--- config.mk ---
export PLATFORM = sky130hd
export DESIGN_NAME = tbp_fifo
export DESIGN_NICKNAME = d
export VERILOG_FILES = /design/src/hw/rtl/tbp_pkg.sv /design/src/hw/rtl/tbp_fifo.sv
export SDC_FILE = /design/constraint.sdc
export NUM_CORES = 1
export LEC_CHECK = 0
export BUFFER_PORTS_ARGS = -buffer_cell sky130_fd_sc_hd__buf_2
export CAP_MARGIN = 20
export CORE_ASPECT_RATIO = 0.8
export CORE_MARGIN = 5
export CORE_UTILIZATION = 40
export DETAILED_ROUTE_END_ITERATION = 10
export PLACE_DENSITY = 0.74
export SYNTH_ARGS = -nofsm -noshare
export SYNTH_HDL_FRONTEND = slang
export SYNTH_SLANG_ARGS = --single-unit
--- constraint.sdc ---
create_clock -name clk -period 1.1 [get_ports clk]
set_input_delay 0.11 -clock clk [delete_from_list [all_inputs] [get_ports clk]]
set_output_delay 0.11 -clock clk [all_outputs]
set_load 0.02 [all_outputs]
--- src/hw/rtl/tbp_pkg.sv ---
// Shared types, constants and hash step for the per-flow token bucket policer.
package tbp_pkg;

  localparam int unsigned TABLE_ENTRIES_DEF = 4096;
  localparam int unsigned FIFO_DEPTH = 2;
  localparam int unsigned CFG_AW = 4;
  localparam int unsigned KEY_W = 32;
  localparam int unsigned TIME_W = 48;
  localparam int unsigned CREDIT_W = 36;
  localparam int unsigned RATE_W = 20;
  localparam int unsigned BURST_W = 16;

  localparam logic [31:0] FNV_BASIS = 32'h811C_9DC5;
  localparam logic [31:0] FNV_PRIME = 32'h0100_0193;

  localparam logic [RATE_W-1:0] MICRO = 20'd1000000;
  localparam logic [RATE_W-1:0] RATE_RST = 20'd100;
  localparam logic [BURST_W-1:0] BURST_RST = 16'd200;

  localparam int unsigned DIV_SH = 6;
  localparam logic [13:0] DIV_LO = 14'd15625;
  localparam int unsigned RECIP_SH = 44;
  localparam logic [30:0] RECIP_LO = 31'((64'd1 << RECIP_SH) / 64'd15625);

  typedef enum logic [1:0] {
    REG_ENABLE = 2'd0,
    REG_RATE   = 2'd1,
    REG_BURST  = 2'd2
  } reg_idx_t;

  typedef struct packed {
    logic                enable;
    logic [RATE_W-1:0]   rate;
    logic [BURST_W-1:0]  burst;
  } cfg_t;

  typedef struct packed {
    logic [KEY_W-1:0]  key;
    logic [TIME_W-1:0] now;
  } item_t;

  function automatic logic [31:0] fnv_step(input logic [31:0] h, input logic [7:0] b);
    logic [31:0] x;
    x = h ^ {24'b0, b};
    return x * FNV_PRIME;
  endfunction

endpackage

--- src/hw/rtl/tbp_fifo.sv ---
// Short queue that decouples the hashing front from the table back end.
module tbp_fifo
  import tbp_pkg::*;
#(
  parameter int unsigned W = 8
) (
  input  logic         clk,
  input  logic         rst_n,
  input  logic         push_i,
  input  logic [W-1:0] data_i,
  input  logic         pop_i,
  output logic [W-1:0] data_o,
  output logic         full_o,
  output logic         empty_o
);

  localparam int unsigned PTR_W = $clog2(FIFO_DEPTH);
  localparam int unsigned CNT_W = $clog2(FIFO_DEPTH + 1);

  logic [W-1:0]     buf_r [FIFO_DEPTH];
  logic [PTR_W-1:0] wptr_r, wptr_nxt;
  logic [PTR_W-1:0] rptr_r, rptr_nxt;
  logic [CNT_W-1:0] cnt_r, cnt_nxt;

  assign full_o = cnt_r == CNT_W'(FIFO_DEPTH);
  assign empty_o = cnt_r == '0;
  assign data_o = buf_r[rptr_r];

  always_comb begin
    wptr_nxt = wptr_r;
    rptr_nxt = rptr_r;
    cnt_nxt = cnt_r;
    if (push_i) begin
      wptr_nxt = (wptr_r == PTR_W'(FIFO_DEPTH - 1)) ? '0 : wptr_r + 1'b1;
    end
    if (pop_i) begin
      rptr_nxt = (rptr_r == PTR_W'(FIFO_DEPTH - 1)) ? '0 : rptr_r + 1'b1;
    end
    if (push_i && !pop_i) begin
      cnt_nxt = cnt_r + 1'b1;
    end else if (pop_i && !push_i) begin
      cnt_nxt = cnt_r - 1'b1;
    end
  end

  always_ff @(posedge clk) begin
    if (!rst_n) begin
      wptr_r <= '0;
      rptr_r <= '0;
      cnt_r <= '0;
    end else begin
      wptr_r <= wptr_nxt;
      rptr_r <= rptr_nxt;
      cnt_r <= cnt_nxt;
    end
  end

  always_ff @(posedge clk) begin
    if (push_i) begin
      buf_r[wptr_r] <= data_i;
    end
  end

  a_no_overflow: assert property (@(posedge clk) disable iff (!rst_n)
    push_i |-> (!full_o || pop_i))
    else $error("queue written while full");

  a_no_underflow: assert property (@(posedge clk) disable iff (!rst_n)
    pop_i |-> !empty_o)
    else $error("queue read while empty");

endmodule

==> summary.txt <==
status -> complete, but fails checks
failing checks -> negative setup slack
CTS Root Buffer Type -> clkbuf_4
worst vdd ir -> 0.743 mV
clk_lat worst skew -> 0.28 ns
unrepaired setup endpoints after global routing -> true
initial core utilization -> 42.0%
starting DRC count in detailed routing -> 17
total of max-cap violations -> 0
post-synthesis cell area -> 795 um^2
Max Slew Vio Count -> 0
Cells after Synth -> 47
final worst setup slack -> -0.223 ns
worst rel slew slack -> 90.1%
vias in the first global route -> 545
Clock Path Buffers -> 2
number of CTS-inserted buffers -> 3
WP data arrival -> 1.21 ns
WL per Instance -> 12.9 um
die width -> 59.8 um
final hold vios -> 0
Reg clk slew, reported paths -> 0.10 ns
Setup WS pre-CTS -> -0.00620 ns
total wire length -> 1410 um
overall die area -> 2980 um^2
cell row count -> 14
CTS tree -> done
Fill cells -> 146
Min-Delay Path Class -> in -> reg
PortBufs -> 21
Worst Clk Skew -> 0.00278 ns
share of layout cells above drive strength 1 -> 53.5%
grt total ovfl -> 0
layout overhead on the synthesized area -> 49.1%
Pre-Repair DR Iteration Count -> 4
FF+latch count, synth -> 21
CP Max Fanout -> 5
first-pass GRT wire length -> 2400 um
final setup fails -> 9
RePlAce Congestion -> 0.633
Yosys cell types -> 16
number of setup buffers added after CTS -> 0
H-tree levels -> 1
post-route ant nets -> 0
via count -> 504
post-layout util -> 62.6%
period utilization -> 120%
Critical Path Source Type -> register
Leakage -> 0.501 nW
Core Footprint -> 1890 um^2
die height -> 49.9 um
fin nets -> 100
Crit Path Category -> reg -> out
Synthesized Nets -> 60
initial antenna violation count -> 0
Vias per Instance -> 4.58
post-synthesis sequential area ratio -> 73.1%
I/O pin count -> 22
Post-DP HPWL -> 1020 um
drc violations -> 0
clk sinks -> 21
Power Density -> 1400 nW/um^2
Total GRT Usage -> 10.8%
synth warn -> 0
diode count -> 0
min cycle time layout -> 1.32 ns
measured slew at the worst slew-check pin -> 0.148 ns
worst endpoint required time -> 0.99 ns
pin count of the biggest net entering global routing -> 12
Post-Syn Area per Cell -> 16.9 um^2
f_max -> 756 MHz
Setup crit end kind -> output port
routing by layer:
metal	up-vias	track usage [%]	part of all wire, %
li1	249	-	-
met1	236	13.3	44
met2	17	18.5	48
met3	2	3.13	6.3
met4	0	2.21	1.3
met5	-	0	0
through the flow:
step	cell area, um^2	hold WS [ns]	power [mW]	setup TNS, ns	cells
after detailed placement	995	0.301	1.23	-0.00620	100
final	1180	0.0174	1.66	-1.74	110
after global placement	995	0.298	1.22	0	100
after global routing	1180	0.000840	1.75	-2.29	110
after CTS	1140	0.00486	1.66	-1.84	106
after floorplan	797	0.209	1.11	0	47
flip-flops by register name, summed over array words and instances (netlist names), named ones only:
signal  cells
wptr_r      1
buf_r      16
cnt_r       2
rptr_r      1
synth_stat cells, drive strengths merged:
library cell  count  area share [%]
ha                1             1.6
nor2              1            0.47
edfxtp           16              60
o21a              1            0.95
inv               1            0.47
xor2              2             2.2
o21ai             1            0.63
mux2              8              11
nor2b             2             1.6
a21boi            1            0.95
buf               1            0.63
and2              4             3.1
and2b             1             1.1
or3               1            0.79
dfxtp             5              13
xnor2             1             1.1
where the power goes:
group | switching, mW | internal [mW] | total (mW) | leakage [nW]
clock | 0.205 | 0.140 | 0.345 | 0.0150
combinational | 0.158 | 0.222 | 0.380 | 0.293
sequential | 0.0286 | 0.910 | 0.939 | 0.193
total | 0.392 | 1.27 | 1.66 | 0.501
final timing paths:
path / from / to / slack [ns] / depth (start not counted)
hold reg to reg: cnt_r[1] / cnt_r[1] / 0.53 / 2
setup reg to reg: cnt_r[0] / cnt_r[1] / 0.07 / 3
setup / recovery: register / data_o[7] / -0.22 / 3
hold / removal: data_i[7] / buf_r[1][7] / 0.02 / 1
logic make-up (layout without fill, tap and decap cells):
logic type | count (synthesis) | in the layout | share of synthesized area [%]
buffers and inverters | 2 | 41 | 1.10
and+or+nand+nor | 9 | 9 | 7.09
AOI/OAI and AO/OA | 3 | 3 | 2.52
adders and majority gates | 1 | 1 | 1.57
muxes | 8 | 8 | 11.3
xor gates and xnor gates | 3 | 3 | 3.31
DFF | 21 | 21 | 73.1
layout by cell type (no fill, tap or decap):
cell / n
ha_1: 1
clkbuf_1: 1
dfxtp_4: 1
buf_2: 11
o21a_1: 1
and2b_2: 1
xnor2_1: 1
nor2b_2: 1
dfxtp_1: 3
xor2_1: 2
or3_1: 1
clkbuf_4: 3
dlygate4sd3_1: 6
o21ai_0: 1
edfxtp_1: 16
nor2_2: 1
and2_1: 4
inv_1: 1
a21boi_1: 1
nor2b_1: 1
buf_4: 8
mux2_4: 8
buf_6: 11
dfxtp_2: 1
area by class of cell:
class	count	area, um^2	area share (%)
flip-flops and latches	21	586	49.4
well taps	24	30.0	2.53
clock buffers	4	26.3	2.22
inverters	1	3.75	0.317
multi-input cells	24	240	20.3
repair buffers	36	299	25.2
critical path, stage by stage, from the launching register on:
cell and delay (ns):
dfxtp_2 0.36, buf_6 0.13, mux2_4 0.30, buf_6 0.13
what timing repair did:
| item | in CTS | in global routing |
|---|---|---|
| resized for setup | 30 | 3 |
| pin swaps | 0 | 1 |
| hold endpoints to repair | 4 | 8 |
| setup endpoints to repair | 9 | 11 |
| hold buffers | 2 | 4 |
(Power assumes the default switching activity.)
