[src/hw/rtl/tbp_pkg.sv]
// Shared types, constants and hash step for the per-flow token bucket policer.
package tbp_pkg;

  localparam int unsigned TABLE_ENTRIES_DEF = 4096;
  localparam int unsigned FIFO_DEPTH = 2;
  localparam int unsigned CFG_AW = 4;
  localparam int unsigned KEY_W = 32;
  localparam int unsigned TIME_W = 48;
  localparam int unsigned CREDIT_W = 36;
  localparam int unsigned RATE_W = 20;
  localparam int unsigned BURST_W = 16;

  localparam logic [31:0] FNV_BASIS = 32'h811C_9DC5;
  localparam logic [31:0] FNV_PRIME = 32'h0100_0193;

  localparam logic [RATE_W-1:0] MICRO = 20'd1000000;
  localparam logic [RATE_W-1:0] RATE_RST = 20'd100;
  localparam logic [BURST_W-1:0] BURST_RST = 16'd200;

  localparam int unsigned DIV_SH = 6;
  localparam logic [13:0] DIV_LO = 14'd15625;
  localparam int unsigned RECIP_SH = 44;
  localparam logic [30:0] RECIP_LO = 31'((64'd1 << RECIP_SH) / 64'd15625);

  typedef enum logic [1:0] {
    REG_ENABLE = 2'd0,
    REG_RATE   = 2'd1,
    REG_BURST  = 2'd2
  } reg_idx_t;

  typedef struct packed {
    logic                enable;
    logic [RATE_W-1:0]   rate;
    logic [BURST_W-1:0]  burst;
  } cfg_t;

  typedef struct packed {
    logic [KEY_W-1:0]  key;
    logic [TIME_W-1:0] now;
  } item_t;

  function automatic logic [31:0] fnv_step(input logic [31:0] h, input logic [7:0] b);
    logic [31:0] x;
    x = h ^ {24'b0, b};
    return x * FNV_PRIME;
  endfunction

endpackage

[src/hw/rtl/tbp_front.sv]
// Front pipeline: accepts requests, hashes the key and reduces it to a table slot.
module tbp_front
  import tbp_pkg::*;
#(
  parameter int unsigned TABLE_ENTRIES = TABLE_ENTRIES_DEF
) (
  input  logic                              clk,
  input  logic                              rst_n,
  input  logic                              accept_i,
  input  logic [KEY_W-1:0]                  key_i,
  input  logic [TIME_W-1:0]                 now_i,
  input  logic                              full_i,
  output logic                              stall_o,
  output logic                              push_o,
  output item_t                             item_o,
  output logic [$clog2(TABLE_ENTRIES)-1:0]  idx_o
);

  localparam int unsigned IDX_W = $clog2(TABLE_ENTRIES);
  localparam int unsigned NSTG = 7;
  localparam int unsigned SHIFT = 32 + IDX_W;
  localparam logic [32:0] RECIP = 33'((65'd1 << SHIFT) / 65'(TABLE_ENTRIES));
  localparam logic [31:0] ENT32 = 32'(TABLE_ENTRIES);

  logic [NSTG-1:0]  vld_r;
  item_t            itm_r [NSTG];
  logic [31:0]      hash_r [5];
  logic [31:0]      qe_r;
  logic [31:0]      rem_r;
  logic [IDX_W-1:0] idx_r;
  logic             adv;
  logic [64:0]      prod;

  assign adv = !(vld_r[NSTG-1] && full_i);
  assign prod = {33'b0, hash_r[3]} * {32'b0, RECIP};

  always_ff @(posedge clk) begin
    if (!rst_n) begin
      vld_r <= '0;
    end else if (adv) begin
      vld_r <= {vld_r[NSTG-2:0], accept_i};
    end
  end

  always_ff @(posedge clk) begin
    if (adv) begin
      itm_r[0] <= '{key: key_i, now: now_i};
      for (int k = 1; k < NSTG; k++) begin
        itm_r[k] <= itm_r[k-1];
      end
      hash_r[0] <= fnv_step(FNV_BASIS, key_i[31:24]);
      for (int k = 1; k < 4; k++) begin
        hash_r[k] <= fnv_step(hash_r[k-1], itm_r[k-1].key[31-8*k -: 8]);
      end
      hash_r[4] <= hash_r[3];
      qe_r <= 32'(prod >> SHIFT);
      rem_r <= hash_r[4] - qe_r * ENT32;
      idx_r <= IDX_W'((rem_r >= ENT32) ? rem_r - ENT32 : rem_r);
    end
  end

  assign stall_o = !adv;
  assign push_o = vld_r[NSTG-1] && !full_i;
  assign item_o = itm_r[NSTG-1];
  assign idx_o = idx_r;

  a_stall_holds: assert property (@(posedge clk) disable iff (!rst_n)
    !adv |=> vld_r[NSTG-1])
    else $error("front output stage lost an item while stalled");

  a_slot_in_range: assert property (@(posedge clk) disable iff (!rst_n)
    vld_r[NSTG-1] |-> 32'(idx_r) < ENT32)
    else $error("slot index beyond table");

endmodule

[config.mk]
export PLATFORM = sky130hd
export DESIGN_NAME = tbp_front
export DESIGN_NICKNAME = d
export VERILOG_FILES = /design/src/hw/rtl/tbp_pkg.sv /design/src/hw/rtl/tbp_front.sv
export SDC_FILE = /design/constraint.sdc
export NUM_CORES = 1
export LEC_CHECK = 0
export ABC_CLOCK_PERIOD_IN_PS = 55800
export BUFFER_PORTS_ARGS = -buffer_cell sky130_fd_sc_hd__buf_2
export CAP_MARGIN = 20
export CORE_AREA = 3 3 199 201
export CTS_BUF_LIST = sky130_fd_sc_hd__clkbuf_16
export DETAILED_ROUTE_END_ITERATION = 6
export DIE_AREA = 0 0 202 204
export GPL_TIMING_DRIVEN = 0
export PLACE_DENSITY_LB_ADDON = 0.25
export SLEW_MARGIN = 25
export SYNTH_ARGS = -nofsm -noshare
export SYNTH_HDL_FRONTEND = slang
export SYNTH_SLANG_ARGS = --single-unit
[constraint.sdc]
create_clock -name clk -period 55.8 [get_ports clk]
set_clock_uncertainty 0.15 [all_clocks]
set_input_delay 13.95 -clock clk [delete_from_list [all_inputs] [get_ports clk]]
set_output_delay 13.95 -clock clk [all_outputs]
set_load 0.03 [all_outputs]
==> metrics.csv, run 1 <==
metric;value;unit
most frequent CP cell;buf_2;
Synth Area in Adders;11.3;%
startpoint types;input port;
initial drt markers;622;
commonest cells after routing, fill and taps aside;644 x edfxtp_1, 177 x buf_2, 169 x ha_1;
Port Buf Inserts;177;
Antenna Violating Nets Remaining;0;
sequential area share after synthesis;80.6;%
Inst Count DP;1873;
headroom to the max-slew limit;58.4;%
Clock Latency Late Sink;0.61;ns
TritonRoute pass-1 iters;7;
routed len/inst;18.1;um
die footprint;41200;um2
distinct cell type count after synthesis;25;
Post-Syn Area;24200;um2
CP Class;in -> out;
Slowest-stage cell, CP;clkinv_1;
GRT Residual Overflow;0;
setup bufs post-CTS;0;
Die Height;204;um
CP top delay family;buffers and inverters;
htree depth;2;
Total Neg Setup Slack;0;ns
Std-Cell Core Area;37800;um2
final setup vio count;0;
Final Max Tran Viols;0;
Synth Area in Simple Gates;1.28;%
Clock Tree Buf Depth;3;
Vias/cell;5.09;
CP required;41.70;ns
Bufs and invs on worst path;3;
Worst-path clk slew;0.06;ns
share of cells above drive strength 1;19.5;%
die width;202;um
RSZ-0062 raised after global routing;false;
GPL Wtd Cong;0.802;
dpl hpwl;22.5;mm
Synth Area in Compound Gates;1.10;%
growth of design area from synthesis to finish;15.9;%
total CTS buffers;59;
Fin. Hold Viols;0;
Post-Synth XOR/XNOR Area;3.94;%
outcome;finished clean;
Via Count;10100;
# resized after CTS;0;
row cnt;71;
Synth Net Count;1457;
Yosys reg bits;651;
Synth area leaders;edfxtp_1 80%, ha_1 8.8%, xnor2_1 2.6%, fa_1 2.6%, inv_1 1.7%;
CP endpoint kind;output pin;
Synth area leader;edfxtp_1;
CP max FO;24;
Max stage delay on crit path;0.34;ns
number of global-route vias before repair;10400;
main combinational cell family by area after synthesis;adder cells;
Worst Max-Slew Pin Slew;0.622;ns
fmax;34.4;MHz
worst hold path class;reg -> reg;
DRC;0;
CP cell instances;buf_2, nand2_4, clkinv_1, buf_2;
fin crit share;52.1;%
multiplexer share of the synthesized area;0;%
Initial Util;64.0;%
Cells after Synth;1173;
non-filler cells, final;1989;
CTS Root Cell;clkbuf_16;
# Max-Cap Violations;0;
largest net degree at the start of global routing;60;
CTS tree;yes;
total track usage;18.1;%
WP data arrival;14.99;ns
Syn Area/Cell;20.6;um2
minimum clock period;29.09;ns
most common cell after layout, fill and taps aside;edfxtp_1;
top cell type's share of synthesized area;80.1;%
hold buffers post-CTS;0;
detailed-route wire length;36.1;mm
first-pass GRT wire length;56.7;mm
synth warn;0;
Nets;1707;
antenna violations before repair;4;
clk sink count;651;
Ports;178;
registers in the layout, indices dropped and copies added, names as in the netlist:
register and count:
itm_r 560, hash_r 60, idx_o 12, rem_r 12, vld_r 7
metal layers:
layer  global-route usage, %  up-vias  wire length, um
met4                    5.88        2             1080
met3                    3.62       73             1620
met5                       0        -               13
met2                    30.7      250            18300
met1                    24.0     4928            15100
li1                        -     4878                -
logic make-up (layout without fill, tap and decap cells):
logic type / count (synthesis) / count (layout)
other cells: 0 / 4
xor+xnor: 107 / 107
flops: 651 / 651
simple gates: 63 / 63
compound gates: 42 / 42
buf+inv: 110 / 411
fa+ha+maj: 200 / 200
worst paths after layout:
path	startpoint	to	slack, ns	cells past startpoint
setup / recovery	full_i	stall_o	26.71	4
hold / removal	itm_r[4][64]$_DFFE_PN_	itm_r[5][64]$_DFFE_PN_	0.26	0
setup reg to reg	itm_r[2][51]$_DFFE_PN_	hash_r[3][11]$_DFFE_PN_	50.84	15
hold reg to reg	itm_r[4][64]$_DFFE_PN_	itm_r[5][64]$_DFFE_PN_	0.26	0
metrics by stage:
stage	setup slack, ns	instance area, um2	util [%]	hold slack [ns]
4_1_cts	26.71	28000	74.1	0.263
3_5_place_dp	26.74	26000	68.8	0.255
5_1_grt	26.66	28000	74.1	0.270
2_1_floorplan	8.21	24200	-	0.250
6_report	26.71	28000	74.1	0.262
3_3_place_gp	3.82	25700	68.0	0.250
area by class of cell:
cell class	count	area [um2]
Multi-Input combinational cell	412	4270
Sequential cell	651	19500
Tap cell	511	639
Timing Repair Buffer	189	1190
Antenna cell	4	10.0
Clock inverter	53	513
Clock buffer	59	1480
Fill cell	2091	9760
Inverter	110	413
Yosys cell counts (all sizes together):
cell type and n:
o41ai 3, or4 3, inv 109, dfxtp 7, edfxtp 644, nor3 3
o211ai 1, nor2b 15, fa 31, a21o 5, o21a 5, o21ai 10
o21bai 1, ha 169, nor2 20, xor2 33, or3 2, clkinv 1
xnor2 73, a21boi 6, xnor3 1, or2 1, nand2 14, and2 5
a21oi 11
Power of run 1 is not shown: default switching activity piles up to over one toggle a cycle in this logic, so the estimate is an artifact.
==> run 2, diff against run 1 <==
Settings changed: ABC_AREA from default to 1, ABC_CLOCK_PERIOD_IN_PS 55800 to 26500, CORE_AREA 3 3 199 201 to 3 3 218 220, DIE_AREA 0 0 202 204 to 0 0 221 223.
Clock period 55.8 ns to 26.5 ns, I/O delays scaled along.
==> run 2 against run 1 <==
Compared with the run above:
- critical path type unchanged
- worst hold slack got worse by 0.0023 ns
- global-route usage is 4.0 points lower
- synthesized cell count up 13%
- area after synthesis rose by 1.8%
- first-iteration DRC count decreased by 0.32%
- critical endpoint unchanged
- critical path depth increased by 1
- die area increased by 20%
- count of clock-buffer cells in the layout grew 3
==> metrics.csv, run 2 <==
metric;value;unit;change
Max stage delay on crit path;0.40;ns;was 0.34 ns
TritonRoute pass-1 iters;4;;was 7
RSZ-0062 raised after global routing;false;;unchanged
first-pass GRT wire length;55.4;mm;was 56.7 mm
fin crit share;56.0;%;
GRT Residual Overflow;0;;unchanged
Top FF cell, synth;edfxtp_1;;unchanged
reg-to-reg critical path startpoint;itm_r[1][56]$_DFFE_PN_;;was itm_r[2][51]$_DFFE_PN_
Nets;1851;;was 1707
Post-Syn Area;24600;um2;was 24200 um2
Via Count;10700;;was 10100
Post-synth EDFFs;644;;unchanged
# Max-Cap Violations;0;;unchanged
most used routing layer;met2;;unchanged
routed len/inst;15.3;um;was 18.1 um
Antenna Violating Nets Remaining;0;;unchanged
Worst-path clk slew;0.06;ns;about the same
total track usage;14.1;%;was 18.1%
Vias/cell;4.82;;was 5.09
Multi-input gate area;4530;um2;was 4270 um2
fmax;67.4;MHz;
most frequent CP cell;buf_2;;unchanged
non-filler cells, final;2221;;was 1989
CTS Root Cell;clkbuf_16;;unchanged
clk sink count;651;;unchanged
Slowest-stage cell, CP;buf_16;;was clkinv_1
top cell type's share of synthesized area;78.7;%;was 80.1%
GR Layer Usage met3;3.13;%;was 3.62%
Inst Count DP;2104;;was 1873
outcome;finished clean;;unchanged
number of global-route vias before repair;10700;;was 10400
Final Max Tran Viols;0;;unchanged
sequential area share after synthesis;79.2;%;was 80.6%
biggest regs;itm_r x560, hash_r x60;;unchanged
Register Area;19500;um2;unchanged
Ports;178;;unchanged
Worst Reg2Reg Path Length in Cells;17;;was 15
M1 GR Usage;19.6;%;was 24.0%
share of cells above drive strength 1;18.1;%;was 19.5%
WP data arrival;8.07;ns;was 14.99 ns
area of placed instances;26400;um2;was 26000 um2
Initial Util;54.1;%;was 64.0%
die width;221;um;was 202 um
DRC;0;;unchanged
Port Buf Inserts;177;;unchanged
Biggest register;itm_r;;unchanged
Std-Cell Core Area;45500;um2;was 37800 um2
CP Class;in -> out;;unchanged
min-delay src;itm_r[1][0]$_DFFE_PN_;;was itm_r[4][64]$_DFFE_PN_
Clock Tree Buf Depth;3;;unchanged
die footprint;49300;um2;was 41200 um2
minimum clock period;14.84;ns;
initial drt markers;620;;was 622
GPL Wtd Cong;0.798;;was 0.802
Final Cell Area;28600;um2;was 28000 um2
Async S/R FF share, synth;0;%;unchanged
RR Endpoint;hash_r[2][11]$_DFFE_PN_;;was hash_r[3][11]$_DFFE_PN_
distinct cell type count after synthesis;29;;was 25
dpl hpwl;23.2;mm;was 22.5 mm
most frequent cells after synthesis;644 x edfxtp_1, 169 x ha_1, 155 x inv_1, 87 x nand2_1, 55 x xor2_1;;was 644 x edfxtp_1, 169 x ha_1, 109 x inv_1, 73 x xnor2_1, 33 x xor2_1
max FFs per register;560;;unchanged
htree depth;2;;unchanged
hold-critical path depth;0;;unchanged
setup bufs post-CTS;0;;unchanged
Synth Net Count;1604;;was 1457
Syn Area/Cell;18.6;um2;was 20.6 um2
# resized after CTS;0;;unchanged
reg2reg setup slack;21.73;ns;was 50.84 ns
Final Util;62.9;%;was 74.1%
antenna violations before repair;1;;was 4
Filler cells;3224;;was 2091
CP endpoint kind;output pin;;unchanged
final setup vio count;0;;unchanged
Synth area leader;edfxtp_1;;unchanged
most frequent cell after synthesis;edfxtp_1;;unchanged
startpoint types;input port;;unchanged
Fin. Hold Viols;0;;unchanged
CP cell instances;buf_2, nand2_8, buf_16, clkinv_1, buf_2;;was buf_2, nand2_4, clkinv_1, buf_2
worst hold path class;reg -> reg;;unchanged
Yosys reg bits;651;;unchanged
Cells after Synth;1320;;was 1173
Hold Crit Endpoint;itm_r[2][0]$_DFFE_PN_;;was itm_r[5][64]$_DFFE_PN_
row cnt;78;;was 71
Clock Latency Late Sink;0.60;ns;was 0.61 ns
commonest cells after routing, fill and taps aside;644 x edfxtp_1, 177 x buf_2, 169 x ha_1;;unchanged
CP max FO;87;;was 24
most common cell after layout, fill and taps aside;edfxtp_1;;unchanged
hold buffers post-CTS;0;;unchanged
CP required;19.73;ns;was 41.70 ns
total CTS buffers;61;;was 59
CTS tree;yes;;unchanged
largest net degree at the start of global routing;96;;was 60
Synth area leaders;edfxtp_1 79%, ha_1 8.6%, fa_1 2.5%, inv_1 2.4%, xor2_1 2.0%;;was edfxtp_1 80%, ha_1 8.8%, xnor2_1 2.6%, fa_1 2.6%, inv_1 1.7%
Die Height;223;um;was 204 um
synth warn;0;;unchanged
headroom to the max-slew limit;60.8;%;was 58.4%
Worst Max-Slew Pin Slew;0.586;ns;was 0.622 ns
detailed-route wire length;34.1;mm;was 36.1 mm
growth of design area from synthesis to finish;16.3;%;was 15.9%
met2 Usage GRT;22.6;%;was 30.7%
==> run 2: cell types whose count changed in the layout (fill, tap and decap cells not counted), sizes merged, moves of 15 or more <==
cell	delta
nor2b	-15
a21oi	+20
nand3	+25
nor2	+23
xnor2	-42
inv	+43
nand2	+76
xor2	+23
==> run 2: critical path: cells and delay by family <==
| family | cells | cell delay (ns) |
|---|---|---|
| and+or+nand+nor | 1 | 0.32 |
| buffers and inverters | 4 | 1.10 |
==> run 2: worst max-delay path by stage <==
stage | from | end | slack (ns) | cells after the start
final | full_i | stall_o | 11.66 | 5
after global routing | full_i | stall_o | 11.48 | 5
after CTS | full_i | stall_o | 11.62 | 5
after detailed placement | full_i | stall_o | 11.61 | 5
after global placement | full_i | stall_o | -0.64 | 4
after floorplan | full_i | stall_o | 2.03 | 2
==> run 2: kinds of logic after synthesis <==
kind of cell    Yosys count  synth area share, %
simple gates            166                 2.79
xor+xnor                 87                 3.13
buf+inv                 159                 2.43
fa+ha+maj               200                 11.1
compound gates           57                 1.29
flops                   651                 79.2
==> run 2: layer usage <==
layer / vias up / part of all wire, %
met5: - / 0
met4: 0 / 2.4
met3: 59 / 4.9
met2: 203 / 48
met1: 5128 / 45
li1: 5320 / -
==> run 2: per-stage QoR <==
step / TNS, ns / hold slack [ns] / setup slack (ns)
floorplan: 0 / 0.250 / 2.03
global placement: -0.637 / 0.250 / -0.637
detailed placement: 0 / 0.255 / 11.61
CTS: 0 / 0.264 / 11.62
global route: 0 / 0.266 / 11.48
finish: 0 / 0.260 / 11.66
==> run 2: final cells by class <==
cell class	instances	share of cell area [%]
sequential	651	68.1
multi-input combinational	510	15.8
clock buffer	62	5.43
inverter	159	2.09
tap	600	2.63
antenna	2	0.0175
clock inverter	53	2.12
timing repair buffer	184	3.77
Power of run 2 is left out for the same reason.
